File: src/rtl/core/sli_pkg.sv
// package for the sorted list insert/remove block
// shared constants, controller states, datapath operations, status codes and flags struct
// no dependencies
package sli_pkg;

    localparam int SLI_CAPACITY = 16;
    localparam int SLI_DATA_W   = 32;
    localparam int SLI_COUNT_W  = 5;

    typedef enum logic [1:0] {
        ST_DONE = 2'd0,
        ST_FULL = 2'd1,
        ST_MISS = 2'd2
    } sli_status_t;

    typedef enum logic [3:0] {
        S_IDLE,
        S_CHECK,
        S_INS_CHK,
        S_INS_CMP,
        S_REM_CHK,
        S_REM_CMP,
        S_SHF_CHK,
        S_SHF_WR,
        S_LO,
        S_HI,
        S_CAP,
        S_OUT
    } sli_state_t;

    typedef enum logic [3:0] {
        OP_NOP,
        OP_LOAD,
        OP_SET_FULL,
        OP_SET_MISS,
        OP_INS_RD,
        OP_INS_SHIFT,
        OP_INS_PUT,
        OP_REM_RD,
        OP_IDX_INC,
        OP_SHF_RD,
        OP_SHF_STEP,
        OP_REM_DONE,
        OP_RD_LO,
        OP_RD_HI,
        OP_CAP_HI,
        OP_EMIT
    } sli_op_t;

    typedef struct packed {
        logic is_remove;
        logic full;
        logic idx_zero;
        logic idx_end;
        logic shf_last;
        logic ins_ge;
        logic rem_hit;
        logic out_free;
    } sli_flags_t;

endpackage

File: src/rtl/core/sli_ram.sv
// generic single-write, single-read ram with registered read data
// no dependencies
module sli_ram #(
    parameter int WIDTH = 32,
    parameter int DEPTH = 16
) (
    input  logic                     clk,
    input  logic                     we,
    input  logic [$clog2(DEPTH)-1:0] waddr,
    input  logic [WIDTH-1:0]         wdata,
    input  logic [$clog2(DEPTH)-1:0] raddr,
    output logic [WIDTH-1:0]         rdata
);

    logic [WIDTH-1:0] mem [DEPTH];

    always_ff @(posedge clk)
    begin
        if (we)
        begin
            mem[waddr] <= wdata;
        end
        rdata <= mem[raddr];
    end

endmodule

File: src/rtl/core/sli_ctrl.sv
// controller state machine for the sorted list block
// depends on sli_pkg; drives datapath operations from datapath flags
module sli_ctrl
    import sli_pkg::*;
(
    input  logic       clk,
    input  logic       rst_n,
    input  logic       in_valid,
    output logic       in_ready,
    input  sli_flags_t flags,
    output sli_op_t    op
);

    sli_state_t state_reg;
    sli_state_t state_next;

    always_ff @(posedge clk or negedge rst_n)
    begin
        if (!rst_n)
        begin
            state_reg <= S_IDLE;
        end
        else
        begin
            state_reg <= state_next;
        end
    end

    always_comb
    begin
        state_next = state_reg;
        op         = OP_NOP;
        in_ready   = 1'b0;
        case (state_reg)
            S_IDLE:
            begin
                in_ready = 1'b1;
                if (in_valid)
                begin
                    op         = OP_LOAD;
                    state_next = S_CHECK;
                end
            end
            S_CHECK:
            begin
                if (flags.is_remove)
                begin
                    state_next = S_REM_CHK;
                end
                else if (flags.full)
                begin
                    op         = OP_SET_FULL;
                    state_next = S_LO;
                end
                else
                begin
                    state_next = S_INS_CHK;
                end
            end
            S_INS_CHK:
            begin
                if (flags.idx_zero)
                begin
                    op         = OP_INS_PUT;
                    state_next = S_LO;
                end
                else
                begin
                    op         = OP_INS_RD;
                    state_next = S_INS_CMP;
                end
            end
            S_INS_CMP:
            begin
                if (flags.ins_ge)
                begin
                    op         = OP_INS_SHIFT;
                    state_next = S_INS_CHK;
                end
                else
                begin
                    op         = OP_INS_PUT;
                    state_next = S_LO;
                end
            end
            S_REM_CHK:
            begin
                if (flags.idx_end)
                begin
                    op         = OP_SET_MISS;
                    state_next = S_LO;
                end
                else
                begin
                    op         = OP_REM_RD;
                    state_next = S_REM_CMP;
                end
            end
            S_REM_CMP:
            begin
                if (flags.rem_hit)
                begin
                    state_next = S_SHF_CHK;
                end
                else
                begin
                    op         = OP_IDX_INC;
                    state_next = S_REM_CHK;
                end
            end
            S_SHF_CHK:
            begin
                if (flags.shf_last)
                begin
                    op         = OP_REM_DONE;
                    state_next = S_LO;
                end
                else
                begin
                    op         = OP_SHF_RD;
                    state_next = S_SHF_WR;
                end
            end
            S_SHF_WR:
            begin
                op         = OP_SHF_STEP;
                state_next = S_SHF_CHK;
            end
            S_LO:
            begin
                op         = OP_RD_LO;
                state_next = S_HI;
            end
            S_HI:
            begin
                op         = OP_RD_HI;
                state_next = S_CAP;
            end
            S_CAP:
            begin
                op         = OP_CAP_HI;
                state_next = S_OUT;
            end
            S_OUT:
            begin
                if (flags.out_free)
                begin
                    op         = OP_EMIT;
                    state_next = S_IDLE;
                end
            end
            default:
            begin
                state_next = S_IDLE;
            end
        endcase
    end

endmodule

File: src/rtl/core/sli_dp.sv
// datapath for the sorted list block: entry ram, index, count and result register
// depends on sli_pkg and sli_ram
module sli_dp
    import sli_pkg::*;
#(
    parameter int CAPACITY = SLI_CAPACITY
) (
    input  logic                          clk,
    input  logic                          rst_n,
    input  sli_op_t                       op,
    output sli_flags_t                    flags,
    input  logic                          action,
    input  logic signed [SLI_DATA_W-1:0]  value,
    output logic                          out_valid,
    input  logic                          out_ready,
    output logic [1:0]                    status,
    output logic [SLI_COUNT_W-1:0]        count,
    output logic signed [SLI_DATA_W-1:0]  smallest,
    output logic signed [SLI_DATA_W-1:0]  largest
);

    localparam int AW = $clog2(CAPACITY);
    localparam int CW = $clog2(CAPACITY + 1);

    logic signed [SLI_DATA_W-1:0] val_reg;
    logic                         act_reg;
    logic [CW-1:0]                idx_reg;
    logic [CW-1:0]                cnt_reg;
    sli_status_t                  stat_reg;
    logic signed [SLI_DATA_W-1:0] lo_reg;
    logic signed [SLI_DATA_W-1:0] hi_reg;
    logic                         out_valid_reg;
    logic [1:0]                   status_reg;
    logic [SLI_COUNT_W-1:0]       count_reg;
    logic signed [SLI_DATA_W-1:0] smallest_reg;
    logic signed [SLI_DATA_W-1:0] largest_reg;

    logic [CW-1:0]                idx_dec;
    logic [CW-1:0]                idx_inc;
    logic [CW-1:0]                cnt_dec;
    logic                         we;
    logic [AW-1:0]                waddr;
    logic [SLI_DATA_W-1:0]        wdata;
    logic [AW-1:0]                raddr;
    logic [SLI_DATA_W-1:0]        rdata;

    assign idx_dec = idx_reg - CW'(1);
    assign idx_inc = idx_reg + CW'(1);
    assign cnt_dec = cnt_reg - CW'(1);

    sli_ram #(
        .WIDTH (SLI_DATA_W),
        .DEPTH (CAPACITY)
    ) u_ram (
        .clk   (clk),
        .we    (we),
        .waddr (waddr),
        .wdata (wdata),
        .raddr (raddr),
        .rdata (rdata)
    );

    always_comb
    begin
        we    = 1'b0;
        waddr = idx_reg[AW-1:0];
        wdata = val_reg;
        raddr = idx_reg[AW-1:0];
        case (op)
            OP_INS_RD:    raddr = idx_dec[AW-1:0];
            OP_INS_SHIFT:
            begin
                we    = 1'b1;
                wdata = rdata;
            end
            OP_INS_PUT:   we = 1'b1;
            OP_SHF_RD:    raddr = idx_inc[AW-1:0];
            OP_SHF_STEP:
            begin
                we    = 1'b1;
                wdata = rdata;
            end
            OP_RD_LO:     raddr = '0;
            OP_RD_HI:     raddr = cnt_dec[AW-1:0];
            default:
            begin
                we = 1'b0;
            end
        endcase
    end

    always_comb
    begin
        flags.is_remove = act_reg;
        flags.full      = (cnt_reg == CW'(CAPACITY));
        flags.idx_zero  = (idx_reg == '0);
        flags.idx_end   = (idx_reg == cnt_reg);
        flags.shf_last  = (idx_inc >= cnt_reg);
        flags.ins_ge    = ($signed(rdata) >= val_reg);
        flags.rem_hit   = (rdata == val_reg);
        flags.out_free  = !out_valid_reg || out_ready;
    end

    always_ff @(posedge clk or negedge rst_n)
    begin
        if (!rst_n)
        begin
            cnt_reg       <= '0;
            out_valid_reg <= 1'b0;
        end
        else
        begin
            if (op == OP_EMIT)
            begin
                out_valid_reg <= 1'b1;
            end
            else if (out_valid_reg && out_ready)
            begin
                out_valid_reg <= 1'b0;
            end
            case (op)
                OP_INS_PUT:  cnt_reg <= cnt_reg + CW'(1);
                OP_REM_DONE: cnt_reg <= cnt_dec;
                default:
                begin
                    cnt_reg <= cnt_reg;
                end
            endcase
        end
    end

    always_ff @(posedge clk)
    begin
        case (op)
            OP_LOAD:
            begin
                val_reg  <= value;
                act_reg  <= action;
                idx_reg  <= action ? '0 : cnt_reg;
                stat_reg <= ST_DONE;
            end
            OP_SET_FULL:  stat_reg <= ST_FULL;
            OP_SET_MISS:  stat_reg <= ST_MISS;
            OP_INS_SHIFT: idx_reg  <= idx_dec;
            OP_IDX_INC:   idx_reg  <= idx_inc;
            OP_SHF_STEP:  idx_reg  <= idx_inc;
            OP_RD_HI:     lo_reg   <= rdata;
            OP_CAP_HI:    hi_reg   <= rdata;
            OP_EMIT:
            begin
                status_reg   <= stat_reg;
                count_reg    <= SLI_COUNT_W'(cnt_reg);
                smallest_reg <= (cnt_reg == '0) ? '0 : lo_reg;
                largest_reg  <= (cnt_reg == '0) ? '0 : hi_reg;
            end
            default:
            begin
                val_reg <= val_reg;
            end
        endcase
    end

    assign out_valid = out_valid_reg;
    assign status    = status_reg;
    assign count     = count_reg;
    assign smallest  = smallest_reg;
    assign largest   = largest_reg;

endmodule

File: src/rtl/core/sorted_list_insert_remove.sv
// Keeps up to CAPACITY signed 32-bit values in ascending order in a single-port-read RAM,
// duplicates allowed. An insert (action 0) walks down from the top, moving every entry not
// smaller than the value up one place, then writes the value; a remove (action 1) walks up
// to the first equal entry and moves the entries above it down one place. Each beat returns
// status (0 done, 1 full, 2 not found), the count and the smallest and largest entries (0
// when empty). One item is handled at a time; every visited entry takes a read step and a
// compare or write step because the RAM read is registered, and every item also passes
// through the accept, the opening check, the end reads and the result register, with a
// closing check at the end of a walk. The next item is taken while a result waits.
module sorted_list_insert_remove
    import sli_pkg::*;
#(
    parameter int CAPACITY = SLI_CAPACITY
) (
    input  logic                         clk,
    input  logic                         rst_n,
    input  logic                         in_valid,
    output logic                         in_ready,
    input  logic                         action,
    input  logic signed [SLI_DATA_W-1:0] value,
    output logic                         out_valid,
    input  logic                         out_ready,
    output logic [1:0]                   status,
    output logic [SLI_COUNT_W-1:0]       count,
    output logic signed [SLI_DATA_W-1:0] smallest,
    output logic signed [SLI_DATA_W-1:0] largest
);

    sli_flags_t flags;
    sli_op_t    op;

    sli_ctrl u_ctrl (
        .clk      (clk),
        .rst_n    (rst_n),
        .in_valid (in_valid),
        .in_ready (in_ready),
        .flags    (flags),
        .op       (op)
    );

    sli_dp #(
        .CAPACITY (CAPACITY)
    ) u_dp (
        .clk       (clk),
        .rst_n     (rst_n),
        .op        (op),
        .flags     (flags),
        .action    (action),
        .value     (value),
        .out_valid (out_valid),
        .out_ready (out_ready),
        .status    (status),
        .count     (count),
        .smallest  (smallest),
        .largest   (largest)
    );

endmodule
File: config.mk
export PLATFORM = sky130hd
export DESIGN_NAME = sorted_list_insert_remove
export DESIGN_NICKNAME = d
export VERILOG_FILES = /design/src/rtl/core/sli_pkg.sv /design/src/rtl/core/sli_ram.sv /design/src/rtl/core/sli_ctrl.sv /design/src/rtl/core/sli_dp.sv /design/src/rtl/core/sorted_list_insert_remove.sv
export SDC_FILE = /design/constraint.sdc
export NUM_CORES = 1
export LEC_CHECK = 0
export BUFFER_PORTS_ARGS = -buffer_cell sky130_fd_sc_hd__buf_2
export CAP_MARGIN = 20
export CORE_MARGIN = 2
export CORE_UTILIZATION = 40
export CTS_BUF_LIST = sky130_fd_sc_hd__clkbuf_4
export DETAILED_ROUTE_END_ITERATION = 8
export PLACE_DENSITY = 0.68
export SETUP_SLACK_MARGIN = 0.02
export SLEW_MARGIN = 20
export SYNTH_ARGS = -nofsm -noshare
export SYNTH_HDL_FRONTEND = slang
export SYNTH_SLANG_ARGS = --single-unit
File: constraint.sdc
create_clock -name clk -period 9.5 [get_ports clk]
set_input_delay 0.475 -clock clk [delete_from_list [all_inputs] [get_ports clk]]
set_output_delay 0.475 -clock clk [all_outputs]
set_load 0.01 [all_outputs]
==> reports/results.ini <==
[timing]
setup_viol_count_final = 0
tightest_slew_ns = 1.05
hold_ws_ns = 0.168
min_period_ns = 5.22
finalClockSkew_ns = 0.0468
rsz0062_at_grt = no
max_freq_mhz = 192
max-slew-margin-rel_pct = 29.9
period_share_pct = 54.9
fin_tns_setup_ns = 0
hold_viol_final = 0
slew_violations = 0
layout_setup_ws_ns = 4.28

[pwr]
leakagePower_nw = 12.2
power.density_nw_per_um2 = 313
pwr-share-clk_pct = 24.4
p_total_mw = 10.5
peakVddDrop_v = 0.000379
power_frac_comb_pct = 34.3
switching_power_mw = 3.66
sequentialPowerShare_pct = 41.3
p_sw_share_pct = 34.8
intPower_mw = 6.87

[die]
dieWidth_um = 275
rows = 99
io_pins = 110
start_util_pct = 40.4
dieArea_um2 = 75700
core_um2 = 72800
die_h_um = 275

[worst_hold_path]
hold_path.class = in -> reg
holdPathStages = 2

[critical_path]
crit_type = reg -> reg
cp.arrival_ns = 6.05
cpPeakStageDelay_ns = 0.90
critPathSlowestCell = buf_4
cp.required_ns = 10.34
crit_buf_inv = 2
endpoint_kind = flop
start_kind = flop
crit_fanout = 64
crit_cells = 13
crit_path_cell_trace = ha_1 -> nand3_1 -> xnor2_1 -> ha_1 -> a21oi_1 -> o211ai_1 -> a221oi_4 -> buf_4 -> buf_4 -> mux2i_1 -> mux2i_1 -> a22oi_1 -> o221ai_1
critical_path.top_delay_family = buffers and inverters
rr_worst_depth = 13

[logic_synthesis]
yosys_warnings = 0
syn_area_um2 = 29400
syn-num-nets = 1819
yosysSeqAreaShare_pct = 73.2
syn_area_per_cell_um2 = 16.9
synth_edf_count = 687
synth_cell_type_count = 60
synth_flop_cell = edfxtp_1
ys_async_sr_fraction_pct = 1.37
ys_seq_elements = 729
synthCells = 1738

[layout]
final_area_um2 = 33600
top_register = u_dp.u_ram.mem
drive_gt1_share_pct = 21.5
largest_register_ffs = 512
syn2layout_area_growth_pct = 14.3
nets = 2083

[clock_tree]
numCtsBuffers = 170
clk_pin_slew_ns = 0.07
ctsResizeCount = 0
cts.sinks = 729
insertion_delay_ns = 1.03
cts-root-buf = clkbuf_4
cts_tree = built
clock_path_buffers = 3
htreeDepth = 4

[global_routing]
grt_use_total_pct = 16.8
met3_usage_pct = 3.78
antenna_found_initial = 5
grt_pass1_wl_um = 94000
grtUsageMet2_pct = 29.0
grt_pass1_vias = 15860
busiest_layer = met2
grt_max_degree = 138
globalRouteMet1Util_pct = 20.7
overflow = 0

[flow_run]
maxCapViolCount = 0

[detailed_routing]
final_antenna_net_count = 0
wl_um = 63200
wl_per_cell_um = 20.3
drt_iter0_drc = 1444
first_pass_iters = 8
drc = 0
post_drt_via_cell_ratio = 5.12
vias = 15910

[place]
pre_cts_ws_ns = 4.44
place_area_um2 = 30900
io_buffers = 109
place.gp.congestion = 0.906
dpl.hpwl_um = 34200

[run_status]
outcome = completed

-- Yosys cell counts, drive strengths merged (4+ instances only) --
| cell | count | area share [%] |
|---|---|---|
| mux2i | 256 | 8.7 |
| xor2 | 4 | 0.12 |
| clkbuf | 30 | 0.38 |
| buf | 53 | 1.7 |
| o221ai | 37 | 1.1 |
| nand3 | 11 | 0.19 |
| o211ai | 6 | 0.15 |
| o31ai | 4 | 0.12 |
| ha | 44 | 1.9 |
| nor2b | 71 | 1.5 |
| mux2 | 96 | 3.7 |
| a22oi | 34 | 0.87 |
| edfxtp | 687 | 70 |
| inv | 47 | 0.60 |
| o22ai | 4 | 0.085 |
| nand2b | 7 | 0.15 |
| nor2 | 32 | 0.42 |
| nand4 | 11 | 0.23 |
| nor3 | 16 | 0.31 |
| a211oi | 6 | 0.15 |
| a21o | 11 | 0.28 |
| o21ai | 72 | 1.2 |
| xnor2 | 11 | 0.33 |
| a21oi | 19 | 0.34 |
| dfrtp | 10 | 0.85 |
| dfxtp | 32 | 2.2 |
| and3 | 4 | 0.10 |
| nand2 | 91 | 1.2 |
-- area by class of cell --
cell class,count,area (um^2)
diodes,8,20.0
clock buffers,240,1800
clock inverters,73,487
fillers,6290,39200
inverters,47,176
multi-input cells,879,7280
flip-flops and latches,729,21500
well taps,959,1200
repair buffers,175,1150
-- routing by layer --
layer	wire length [um]	part of all wire, %	vias to the layer above
li1	-	-	7387
met1	26200	42	7949
met2	32200	51	475
met3	3600	5.7	99
met4	1110	1.8	0
met5	0	0	-
-- timing repair --
item                                   4_1_cts  5_1_grt
buffers inserted                             0        0
hold buffers                                37        0
endpoints found under the hold margin       48        0
-- worst paths after layout --
check,start,endpoint,slack (ns)
worst max-delay path,u_dp.idx_reg[1],u_dp.u_ram.rdata[14],4.28
worst min-delay path,value[31],u_dp.val_reg[31],0.17
worst max register to register,u_dp.idx_reg[1],u_dp.u_ram.rdata[14],4.28
worst min register to register,u_dp.stat_reg[1],u_dp.status[1],0.45
max in group asynchronous,rst_n,u_dp.cnt_reg[1],8.70
min in group asynchronous,rst_n,u_ctrl.state_reg[3],0.47
-- power groups by stage --
stage | sequential, mW | clock [mW] | combinational [mW]
CTS | 4.35 | 2.63 | 3.63
global route | 4.38 | 2.80 | 3.94
detailed placement | 4.42 | 0 | 3.61
floorplan | 4.24 | 0 | 3.03
global placement | 4.41 | 0 | 3.52
finish | 4.35 | 2.57 | 3.61
-- through the flow --
| step | utilization (%) | cells |
|---|---|---|
| after global routing | 46.2 | 3107 |
| after floorplan | - | 1738 |
| after global placement | 42.5 | 2752 |
| final | 46.2 | 3110 |
| after detailed placement | 42.5 | 2752 |
| after CTS | 46.1 | 3102 |
-- placed cells by master (no fill, tap or decap), drive strengths merged, types with 6 or more instances in the layout --
cell and instances:
nor2 32, clkinv 60, dfxtp 32, a21oi 19
nand4 11, dlygate4sd3 37, dfrtp 10, mux2i 256
o211ai 6, o221ai 37, a22oi 34, bufinv 7
mux2 96, nand2b 7, o21ai 72, nor3 16
inv 52, edfxtp 687, a211oi 6, buf 138
clkbuf 240, xnor2 11, ha 44, diode 8
nor2b 71, nand3 11, a21o 11, nand2 91
-- kinds of logic after synthesis --
kind of cell | share of synthesized area, %
flops | 73.2
buf+inv | 2.68
mux | 12.4
compound gates | 5.09
fa+ha+maj | 1.87
simple gates | 4.37
xor+xnor | 0.447
-- worst register-to-register path, stage by stage, from the launching register on --
cell	delay (ns)
edfxtp_1	0.57
ha_1	0.34
nand3_1	0.13
xnor2_1	0.24
ha_1	0.27
a21oi_1	0.21
o211ai_1	0.35
a221oi_4	0.36
buf_4	0.74
buf_4	0.97
mux2i_1	0.36
mux2i_1	0.10
a22oi_1	0.24
o221ai_1	0.15
(Power assumes the default switching activity.)
